--- src/sv/dttfp_pkg.sv ---
// Shared constants and control/status types for the decimal text to fixed point block.
// No dependencies.
`default_nettype none

package dttfp_pkg;

  localparam int unsigned FRACTION_DIGITS_DEF = 8;

  localparam int unsigned CHAR_W  = 8;
  localparam int unsigned VALUE_W = 32;
  localparam int unsigned FBITS_W = 6;

  localparam logic [CHAR_W-1:0] CHAR_NUL   = 8'h00;
  localparam logic [CHAR_W-1:0] CHAR_MINUS = 8'h2d;
  localparam logic [CHAR_W-1:0] CHAR_POINT = 8'h2e;
  localparam logic [CHAR_W-1:0] CHAR_ZERO  = 8'h30;
  localparam logic [CHAR_W-1:0] DIGIT_MAX  = 8'd9;

  localparam logic [FBITS_W-1:0] FBITS_RESET = 6'd16;
  localparam logic [FBITS_W-1:0] FBITS_MAX   = 6'd32;

  typedef struct packed {
    logic accept;    // parse one accepted character
    logic start;     // terminator accepted: seed value from integer part
    logic shift;     // one BCD doubling step
    logic load_out;  // write result register and clear parse state
  } dttfp_cmd_t;

  typedef struct packed {
    logic               term;   // current input character is the terminator
    logic [FBITS_W-1:0] steps;  // doubling steps, fraction bits clamped to 32
  } dttfp_stat_t;

endpackage

`default_nettype wire

--- src/sv/decimal_text_to_fixed_point.sv ---
// Top level: decimal ASCII text to signed 32-bit fixed point.
// Depends on dttfp_pkg, dttfp_ctrl, dttfp_dp.
//
//   channel | signals                            | direction
//   in      | in_valid_i, in_stall_o, character_i | request in
//   out     | out_valid_o, out_stall_i, fixed_value_o | request out
//   cfg     | cfg_we_i, cfg_wdata_i               | register write
//
// Any character other than the terminator is taken without stalling the input.
// After the terminator's accept, the block runs min(fraction_bits, 32) BCD doubling steps,
// one bit each, then loads the result register; input is stalled after the accept
// until the load.
// The result register holds while out_stall_i is high; the load waits for it to drain.
// Reset sets fraction_bits to 16 and clears all parse state.
`default_nettype none

module decimal_text_to_fixed_point import dttfp_pkg::*; #(
  parameter int unsigned FRACTION_DIGITS = FRACTION_DIGITS_DEF
) (
  input  wire logic                  clk_i,
  input  wire logic                  rst_ni,
  input  wire logic                  in_valid_i,
  output logic                       in_stall_o,
  input  wire logic [CHAR_W-1:0]     character_i,
  output logic                       out_valid_o,
  input  wire logic                  out_stall_i,
  output logic signed [VALUE_W-1:0]  fixed_value_o,
  input  wire logic                  cfg_we_i,
  input  wire logic [FBITS_W-1:0]    cfg_wdata_i
);

  dttfp_cmd_t  cmd;
  dttfp_stat_t stat;

  dttfp_ctrl u_ctrl (
    .clk_i       (clk_i),
    .rst_ni      (rst_ni),
    .in_valid_i  (in_valid_i),
    .in_stall_o  (in_stall_o),
    .out_valid_o (out_valid_o),
    .out_stall_i (out_stall_i),
    .stat_i      (stat),
    .cmd_o       (cmd)
  );

  dttfp_dp #(
    .FRACTION_DIGITS (FRACTION_DIGITS)
  ) u_dp (
    .clk_i         (clk_i),
    .rst_ni        (rst_ni),
    .character_i   (character_i),
    .cfg_we_i      (cfg_we_i),
    .cfg_wdata_i   (cfg_wdata_i),
    .cmd_i         (cmd),
    .stat_o        (stat),
    .fixed_value_o (fixed_value_o)
  );

endmodule

`default_nettype wire

--- src/sv/dttfp_dp.sv ---
// Datapath: character parser, integer accumulator, BCD fraction store, shift value, result.
// Depends on dttfp_pkg.
`default_nettype none

module dttfp_dp import dttfp_pkg::*; #(
  parameter int unsigned FRACTION_DIGITS = FRACTION_DIGITS_DEF
) (
  input  wire logic                      clk_i,
  input  wire logic                      rst_ni,
  input  wire logic [CHAR_W-1:0]         character_i,
  input  wire logic                      cfg_we_i,
  input  wire logic [FBITS_W-1:0]        cfg_wdata_i,
  input  wire dttfp_cmd_t                cmd_i,
  output dttfp_stat_t                    stat_o,
  output logic signed [VALUE_W-1:0]      fixed_value_o
);

  localparam int unsigned CNT_W = $clog2(FRACTION_DIGITS + 1);

  typedef enum logic [1:0] {
    PH_START = 2'd0,
    PH_INT   = 2'd1,
    PH_WAIT  = 2'd2,
    PH_FRAC  = 2'd3
  } phase_e;

  logic [FBITS_W-1:0] fbits_q;
  phase_e             phase_q, phase_d;
  logic               neg_q, neg_d;
  logic [VALUE_W-1:0] acc_q, acc_d;
  logic [CNT_W-1:0]   cnt_q, cnt_d;
  logic [3:0]         digits_q [FRACTION_DIGITS];
  logic [3:0]         digits_d [FRACTION_DIGITS];
  logic [VALUE_W-1:0] val_q, val_d;
  logic [VALUE_W-1:0] out_q, out_d;

  logic               is_digit;
  logic [3:0]         digit_val;
  logic [CHAR_W-1:0]  char_off;
  logic [FRACTION_DIGITS:0] carry;

  assign char_off  = character_i - CHAR_ZERO;
  assign is_digit  = (character_i >= CHAR_ZERO) && (char_off <= DIGIT_MAX);
  assign digit_val = is_digit ? char_off[3:0] : 4'd0;

  assign stat_o.term  = (character_i == CHAR_NUL);
  assign stat_o.steps = (fbits_q > FBITS_MAX) ? FBITS_MAX : fbits_q;

  // carry out of a doubled digit depends only on that digit
  always_comb begin
    carry[0] = 1'b0;
    for (int i = 0; i < FRACTION_DIGITS; i++) begin
      carry[i+1] = (digits_q[i] >= 4'd5);
    end
  end

  always_comb begin
    logic [4:0] dbl;
    phase_d = phase_q;
    neg_d   = neg_q;
    acc_d   = acc_q;
    cnt_d   = cnt_q;
    val_d   = val_q;
    out_d   = out_q;
    for (int i = 0; i < FRACTION_DIGITS; i++) begin
      digits_d[i] = digits_q[i];
    end
    dbl = '0;

    if (cmd_i.accept && !stat_o.term) begin
      unique case (phase_q)
        PH_START, PH_INT: begin
          if (phase_q == PH_START && character_i == CHAR_MINUS) begin
            neg_d   = 1'b1;
            phase_d = PH_INT;
          end else if (is_digit) begin
            acc_d   = (acc_q << 3) + (acc_q << 1) + VALUE_W'(digit_val);
            phase_d = PH_INT;
          end else if (character_i == CHAR_POINT) begin
            phase_d = PH_FRAC;
          end else begin
            phase_d = PH_WAIT;
          end
        end
        PH_WAIT: begin
          if (character_i == CHAR_POINT) begin
            phase_d = PH_FRAC;
          end
        end
        default: begin
          if (cnt_q < CNT_W'(FRACTION_DIGITS)) begin
            for (int i = 0; i < FRACTION_DIGITS; i++) begin
              if (CNT_W'(FRACTION_DIGITS - 1 - i) == cnt_q) begin
                digits_d[i] = digit_val;
              end
            end
            cnt_d = cnt_q + CNT_W'(1);
          end
        end
      endcase
    end

    if (cmd_i.start) begin
      val_d = acc_q;
    end

    if (cmd_i.shift) begin
      for (int i = 0; i < FRACTION_DIGITS; i++) begin
        dbl = {digits_q[i], carry[i]};
        digits_d[i] = carry[i+1] ? 4'(dbl - 5'd10) : dbl[3:0];
      end
      val_d = {val_q[VALUE_W-2:0], carry[FRACTION_DIGITS]};
    end

    if (cmd_i.load_out) begin
      out_d   = neg_q ? (~val_q + VALUE_W'(1)) : val_q;
      phase_d = PH_START;
      neg_d   = 1'b0;
      acc_d   = '0;
      cnt_d   = '0;
      for (int i = 0; i < FRACTION_DIGITS; i++) begin
        digits_d[i] = 4'd0;
      end
    end
  end

  always_ff @(posedge clk_i or negedge rst_ni) begin
    if (!rst_ni) begin
      fbits_q <= FBITS_RESET;
      phase_q <= PH_START;
      neg_q   <= 1'b0;
      acc_q   <= '0;
      cnt_q   <= '0;
      for (int i = 0; i < FRACTION_DIGITS; i++) begin
        digits_q[i] <= 4'd0;
      end
    end else begin
      if (cfg_we_i) begin
        fbits_q <= cfg_wdata_i;
      end
      phase_q <= phase_d;
      neg_q   <= neg_d;
      acc_q   <= acc_d;
      cnt_q   <= cnt_d;
      for (int i = 0; i < FRACTION_DIGITS; i++) begin
        digits_q[i] <= digits_d[i];
      end
    end
  end

  always_ff @(posedge clk_i) begin
    val_q <= val_d;
    out_q <= out_d;
  end

  assign fixed_value_o = signed'(out_q);

endmodule

`default_nettype wire

--- src/sv/dttfp_ctrl.sv ---
// Controller: request handshakes, doubling step counter and result valid.
// Depends on dttfp_pkg.
`default_nettype none

module dttfp_ctrl import dttfp_pkg::*; (
  input  wire logic        clk_i,
  input  wire logic        rst_ni,
  input  wire logic        in_valid_i,
  output logic             in_stall_o,
  output logic             out_valid_o,
  input  wire logic        out_stall_i,
  input  wire dttfp_stat_t stat_i,
  output dttfp_cmd_t       cmd_o
);

  typedef enum logic [1:0] {
    S_PARSE  = 2'd0,
    S_DOUBLE = 2'd1,
    S_EMIT   = 2'd2
  } state_e;

  state_e             state_q;
  logic [FBITS_W-1:0] steps_q;
  logic               out_valid_q;

  assign in_stall_o  = (state_q != S_PARSE);
  assign out_valid_o = out_valid_q;

  assign cmd_o.accept   = (state_q == S_PARSE) && in_valid_i;
  assign cmd_o.start    = cmd_o.accept && stat_i.term;
  assign cmd_o.shift    = (state_q == S_DOUBLE);
  assign cmd_o.load_out = (state_q == S_EMIT) && (!out_valid_q || !out_stall_i);

  always_ff @(posedge clk_i or negedge rst_ni) begin
    if (!rst_ni) begin
      state_q     <= S_PARSE;
      steps_q     <= '0;
      out_valid_q <= 1'b0;
    end else begin
      if (cmd_o.load_out) begin
        out_valid_q <= 1'b1;
      end else if (!out_stall_i) begin
        out_valid_q <= 1'b0;
      end
      unique case (state_q)
        S_PARSE: begin
          if (cmd_o.start) begin
            steps_q <= stat_i.steps;
            state_q <= (stat_i.steps == '0) ? S_EMIT : S_DOUBLE;
          end
        end
        S_DOUBLE: begin
          steps_q <= steps_q - FBITS_W'(1);
          if (steps_q == FBITS_W'(1)) begin
            state_q <= S_EMIT;
          end
        end
        S_EMIT: begin
          if (cmd_o.load_out) begin
            state_q <= S_PARSE;
          end
        end
        default: begin
          state_q <= S_PARSE;
        end
      endcase
    end
  end

  a_double_nonzero: assert property (@(posedge clk_i) disable iff (!rst_ni)
    (state_q == S_DOUBLE) |-> (steps_q != '0))
    else $error("doubling with zero steps left");

  a_last_step_emits: assert property (@(posedge clk_i) disable iff (!rst_ni)
    (state_q == S_DOUBLE && steps_q == FBITS_W'(1)) |=> (state_q == S_EMIT))
    else $error("last doubling step did not reach emit");

  a_no_overwrite: assert property (@(posedge clk_i) disable iff (!rst_ni)
    cmd_o.load_out |-> !(out_valid_q && out_stall_i))
    else $error("result overwritten while stalled");

  a_start_seq: assert property (@(posedge clk_i) disable iff (!rst_ni)
    (cmd_o.start && stat_i.steps == '0) |=> (state_q == S_EMIT))
    else $error("zero fraction bits did not go straight to emit");

endmodule

`default_nettype wire
--- config.mk ---
export PLATFORM = sky130hd
export DESIGN_NAME = decimal_text_to_fixed_point
export DESIGN_NICKNAME = d
export VERILOG_FILES = /design/src/sv/dttfp_pkg.sv /design/src/sv/decimal_text_to_fixed_point.sv /design/src/sv/dttfp_dp.sv /design/src/sv/dttfp_ctrl.sv
export SDC_FILE = /design/constraint.sdc
export NUM_CORES = 1
export LEC_CHECK = 0
export BUFFER_PORTS_ARGS = -buffer_cell sky130_fd_sc_hd__buf_2
export CORE_MARGIN = 2
export CORE_UTILIZATION = 60
export CTS_CLUSTER_DIAMETER = 40
export DETAILED_ROUTE_END_ITERATION = 7
export HOLD_SLACK_MARGIN = 0.03
export PLACE_DENSITY = 0.79
export SYNTH_ARGS = -nofsm -noshare
export SYNTH_HDL_FRONTEND = slang
export SYNTH_SLANG_ARGS = --single-unit
--- constraint.sdc ---
create_clock -name clk_i -period 8.9 [get_ports clk_i]
set_input_delay 1.335 -clock clk_i [delete_from_list [all_inputs] [get_ports clk_i]]
set_output_delay 1.335 -clock clk_i [all_outputs]
set_load 0.005 [all_outputs]
==> flow_metrics.py <==
metrics = {
    "yosys": {
        "synth_flop_cell": "dfrtp_1",
        "synth_warnings": 0,
        "synth_edf_count": 64,
        "async_flop_share_pct": 57.3,
        "syn_nets": 1075,
        "ys_seq_area_share_pct": 44.1,
        "synth_seq_cells": 150,
        "syn-cell-area_mm2": 0.00924,
        "synth_cells": 973,
        "synth.distinct_cells": 62,
        "syn_area_per_cell_um2": 9.49,
    },
    "detailed_routing": {
        "vias": 7394,
        "first_pass_iters": 8,
        "wl_mm": 20.2,
        "drc": 0,
        "wl_per_cell_um": 16.6,
        "antenna_left": 0,
        "viasPerCell": 6.10,
        "initialDrtViolationCount": 551,
    },
    "power_and_ir_drop": {
        "p_seq_share_pct": 45.3,
        "swShare_pct": 29.8,
        "p_comb_share_pct": 18.6,
        "leakage_nw": 4.56,
        "vdd_drop_max_v": 0.000132,
        "switching_power_uw": 596,
        "internal_power_mw": 1.41,
        "power_mw": 2.00,
        "p_clk_share_pct": 36.1,
        "power_density_mw_per_mm2": 196,
    },
    "setup_path": {
        "cp_max_fo": 7,
        "rr_endpoint": "u_dp.acc_q[28]",
        "path_common_cell": "fa_1",
        "critical_path_arrival_ns": 4.83,
        "r2r_cells": 9,
        "slowest_stage": "fa_1",
        "endpoint": "u_dp.acc_q[28]",
        "ff2ff_setup_slack_ns": 5.64,
        "slowest_delay_ns": 0.48,
        "cp_cell_sequence": "buf_2 > nor3b_1 > and3_1 > and2_1 > fa_1 > fa_1 > a21o_1 > a221o_1 > a31oi_1 > o31a_1 > nand3b_1 > a21boi_0 > o31ai_1",
        "cp.required_ns": 9.23,
        "crit_path_start_kind": "input port",
        "end_kind": "flip-flop",
        "crit_type": "in2reg",
        "timing.rr.start": "u_dp.acc_q[2]",
        "cp-startpoint": "character_i[7]",
    },
    "sta": {
        "tns_ns": 0,
        "finalCritPeriodShare_pct": 50.5,
        "slew_violations": 0,
        "hold_viol_final": 0,
        "fmax_mhz": 222,
        "max_slew.worst_pin.slew_ns": 1.00,
        "setup_viol_count_final": 0,
        "slew_headroom_pct": 33.3,
        "fin_crit_ns": 4.49,
        "rsz0062_at_grt": "no",
        "clock_skew_ns": 0.00786,
    },
    "cts": {
        "cts_max_level": 4,
        "clock_path_buffers": 2,
        "post-cts-setup-buffers": 0,
        "clockRootBuffer": "clkbuf_16",
        "cts-resized-gates": 0,
        "cts_sinks": 150,
        "cts_tree": "yes",
        "postCtsHoldBufs": 0,
        "clk_latency_ns": 0.43,
        "cts_buffers": 17,
        "clk_pin_slew_worst_paths_ns": 0.06,
    },
    "final_layout": {
        "final_common_cell": "nand2_1",
        "drive_gt1_share_pct": 10.9,
        "mostFrequentLayoutCells": "nand2_1, dfrtp_1, o21ai_0",
        "final_core_util_pct": 67.7,
        "area.growth.synth_to_final_pct": 11.0,
        "nets": 1115,
        "antenna_cells": 0,
    },
    "run_status": {
        "status": "finished clean",
    },
    "floorplanning": {
        "core_region_area_mm2": 0.0151,
        "die_y_um": 128,
        "die_area_mm2": 0.0164,
        "rows": 45,
        "boundaryPins": 53,
        "die_w_um": 128,
        "start_util_pct": 61.0,
    },
    "flow_run": {
        "drv_cap": 0,
    },
    "worst_hold_path": {
        "hp-class": "reg2reg",
        "min_path_cells": 2,
    },
    "placed_design": {
        "place_hpwl_mm": 14.2,
        "gp_congestion": 0.859,
        "portBuffers": 52,
    },
    "global_route": {
        "grt_pass1_wl_mm": 33.6,
        "antenna_found_initial": 0,
        "grt.overflow.total": 0,
        "grt_max_degree": 65,
        "track_usage_pct": 25.8,
        "grt_pass1_vias": 7105,
    },
}
## routing by layer
layer / routed length (µm) / part of all wire (%) / global-route usage (%) / vias up
li1: - / - / - / 3613
met5: 0 / 0 / 0 / -
met4: 471 / 2.3 / 9.50 / 0
met2: 9860 / 49 / 43.9 / 177
met1: 9140 / 45 / 33.6 / 3568
met3: 705 / 3.5 / 3.80 / 36
## sequential cells by signal, indices dropped and copies added (netlist names), 2 cells and up
signal	cells
u_dp.acc_q	32
u_ctrl.steps_q	6
u_ctrl.state_q	2
u_dp.fixed_value_o	32
u_dp.cnt_q	4
u_dp.val_q	32
u_dp.digits_q	32
u_dp.fbits_q	6
u_dp.phase_q	2
## layout make-up
| type | instances | area, µm² |
|---|---|---|
| clock buffers | 19 | 433 |
| clock inverters | 12 | 154 |
| fillers | 1208 | 4900 |
| inverters | 31 | 116 |
| multi-input cells | 752 | 4900 |
| flip-flops and latches | 150 | 4080 |
| well taps | 188 | 235 |
| repair buffers | 61 | 330 |
## synth_stat cells (all sizes together) (4+ instances only)
master | count | area, µm²
a211oi | 18 | 135
a31oi | 7 | 43.8
nand3 | 40 | 200
o21ai | 85 | 425
or3 | 9 | 56.3
or2 | 6 | 37.5
o211ai | 4 | 30.0
nand4 | 7 | 43.8
mux2i | 5 | 50.1
nor2 | 38 | 143
nand2 | 159 | 597
xor2 | 12 | 105
o41ai | 5 | 43.8
a21o | 14 | 105
edfxtp | 64 | 1920
nor3 | 21 | 105
xnor2 | 48 | 420
ha | 81 | 1010
clkbuf | 31 | 116
dfrtp | 85 | 2130
nand2b | 19 | 121
a21boi | 4 | 30.0
and2 | 10 | 62.6
inv | 31 | 116
a21oi | 64 | 320
o31ai | 30 | 230
mux2 | 5 | 56.3
and3 | 9 | 56.3
or4 | 6 | 56.3
buf | 9 | 33.8
## kinds of logic (layout without fill, tap and decap cells)
group | Yosys count | in the layout | share of synthesized area [%]
AO/OA/AOI/OAI | 257 | 257 | 17.1
XOR/XNOR | 60 | 60 | 5.69
adder cells (fa/ha/maj) | 83 | 83 | 11.4
buffers and inverters | 71 | 123 | 2.89
flip-flops | 150 | 150 | 44.1
multiplexers | 10 | 10 | 1.15
AND/OR/NAND/NOR | 342 | 342 | 17.7
## worst min path at each step
stage / from / endpoint
5_1_grt: u_dp.digits_q[5] / u_dp.digits_q[5]
3_5_place_dp: u_dp.digits_q[5] / u_dp.digits_q[5]
4_1_cts: u_dp.digits_q[5] / u_dp.digits_q[5]
6_report: u_dp.digits_q[5] / u_dp.digits_q[5]
3_3_place_gp: u_dp.digits_q[21] / u_dp.digits_q[21]
2_1_floorplan: u_dp.cnt_q[3] / u_dp.cnt_q[3]
## power groups by stage
stage	clock (mW)	combinational, mW	sequential (mW)
after floorplan	0	0.280	0.895
after global placement	0	0.356	0.913
after detailed placement	0	0.372	0.916
after CTS	0.731	0.375	0.905
after global routing	0.760	0.426	0.920
final	0.724	0.372	0.908
## through the flow
step | hold slack [ns] | instance area [µm²] | std cells | worst slack [ns]
2_1_floorplan | 0.456 | 9240 | 973 | 4.40
3_3_place_gp | 0.491 | 9660 | 1182 | 4.10
3_5_place_dp | 0.502 | 9660 | 1182 | 4.02
4_1_cts | 0.516 | 10200 | 1213 | 4.45
5_1_grt | 0.542 | 10200 | 1213 | 4.16
6_report | 0.514 | 10200 | 1213 | 4.41
## worst max-delay path, delay by kind of cell
kind | cells | cell delay, ns
AO/OA/AOI/OAI | 6 | 1.56
adder cells (fa/ha/maj) | 2 | 0.95
AND/OR/NAND/NOR | 4 | 0.88
buffers and inverters | 1 | 0.11
Note: power is estimated with default switching activity, not from simulation.
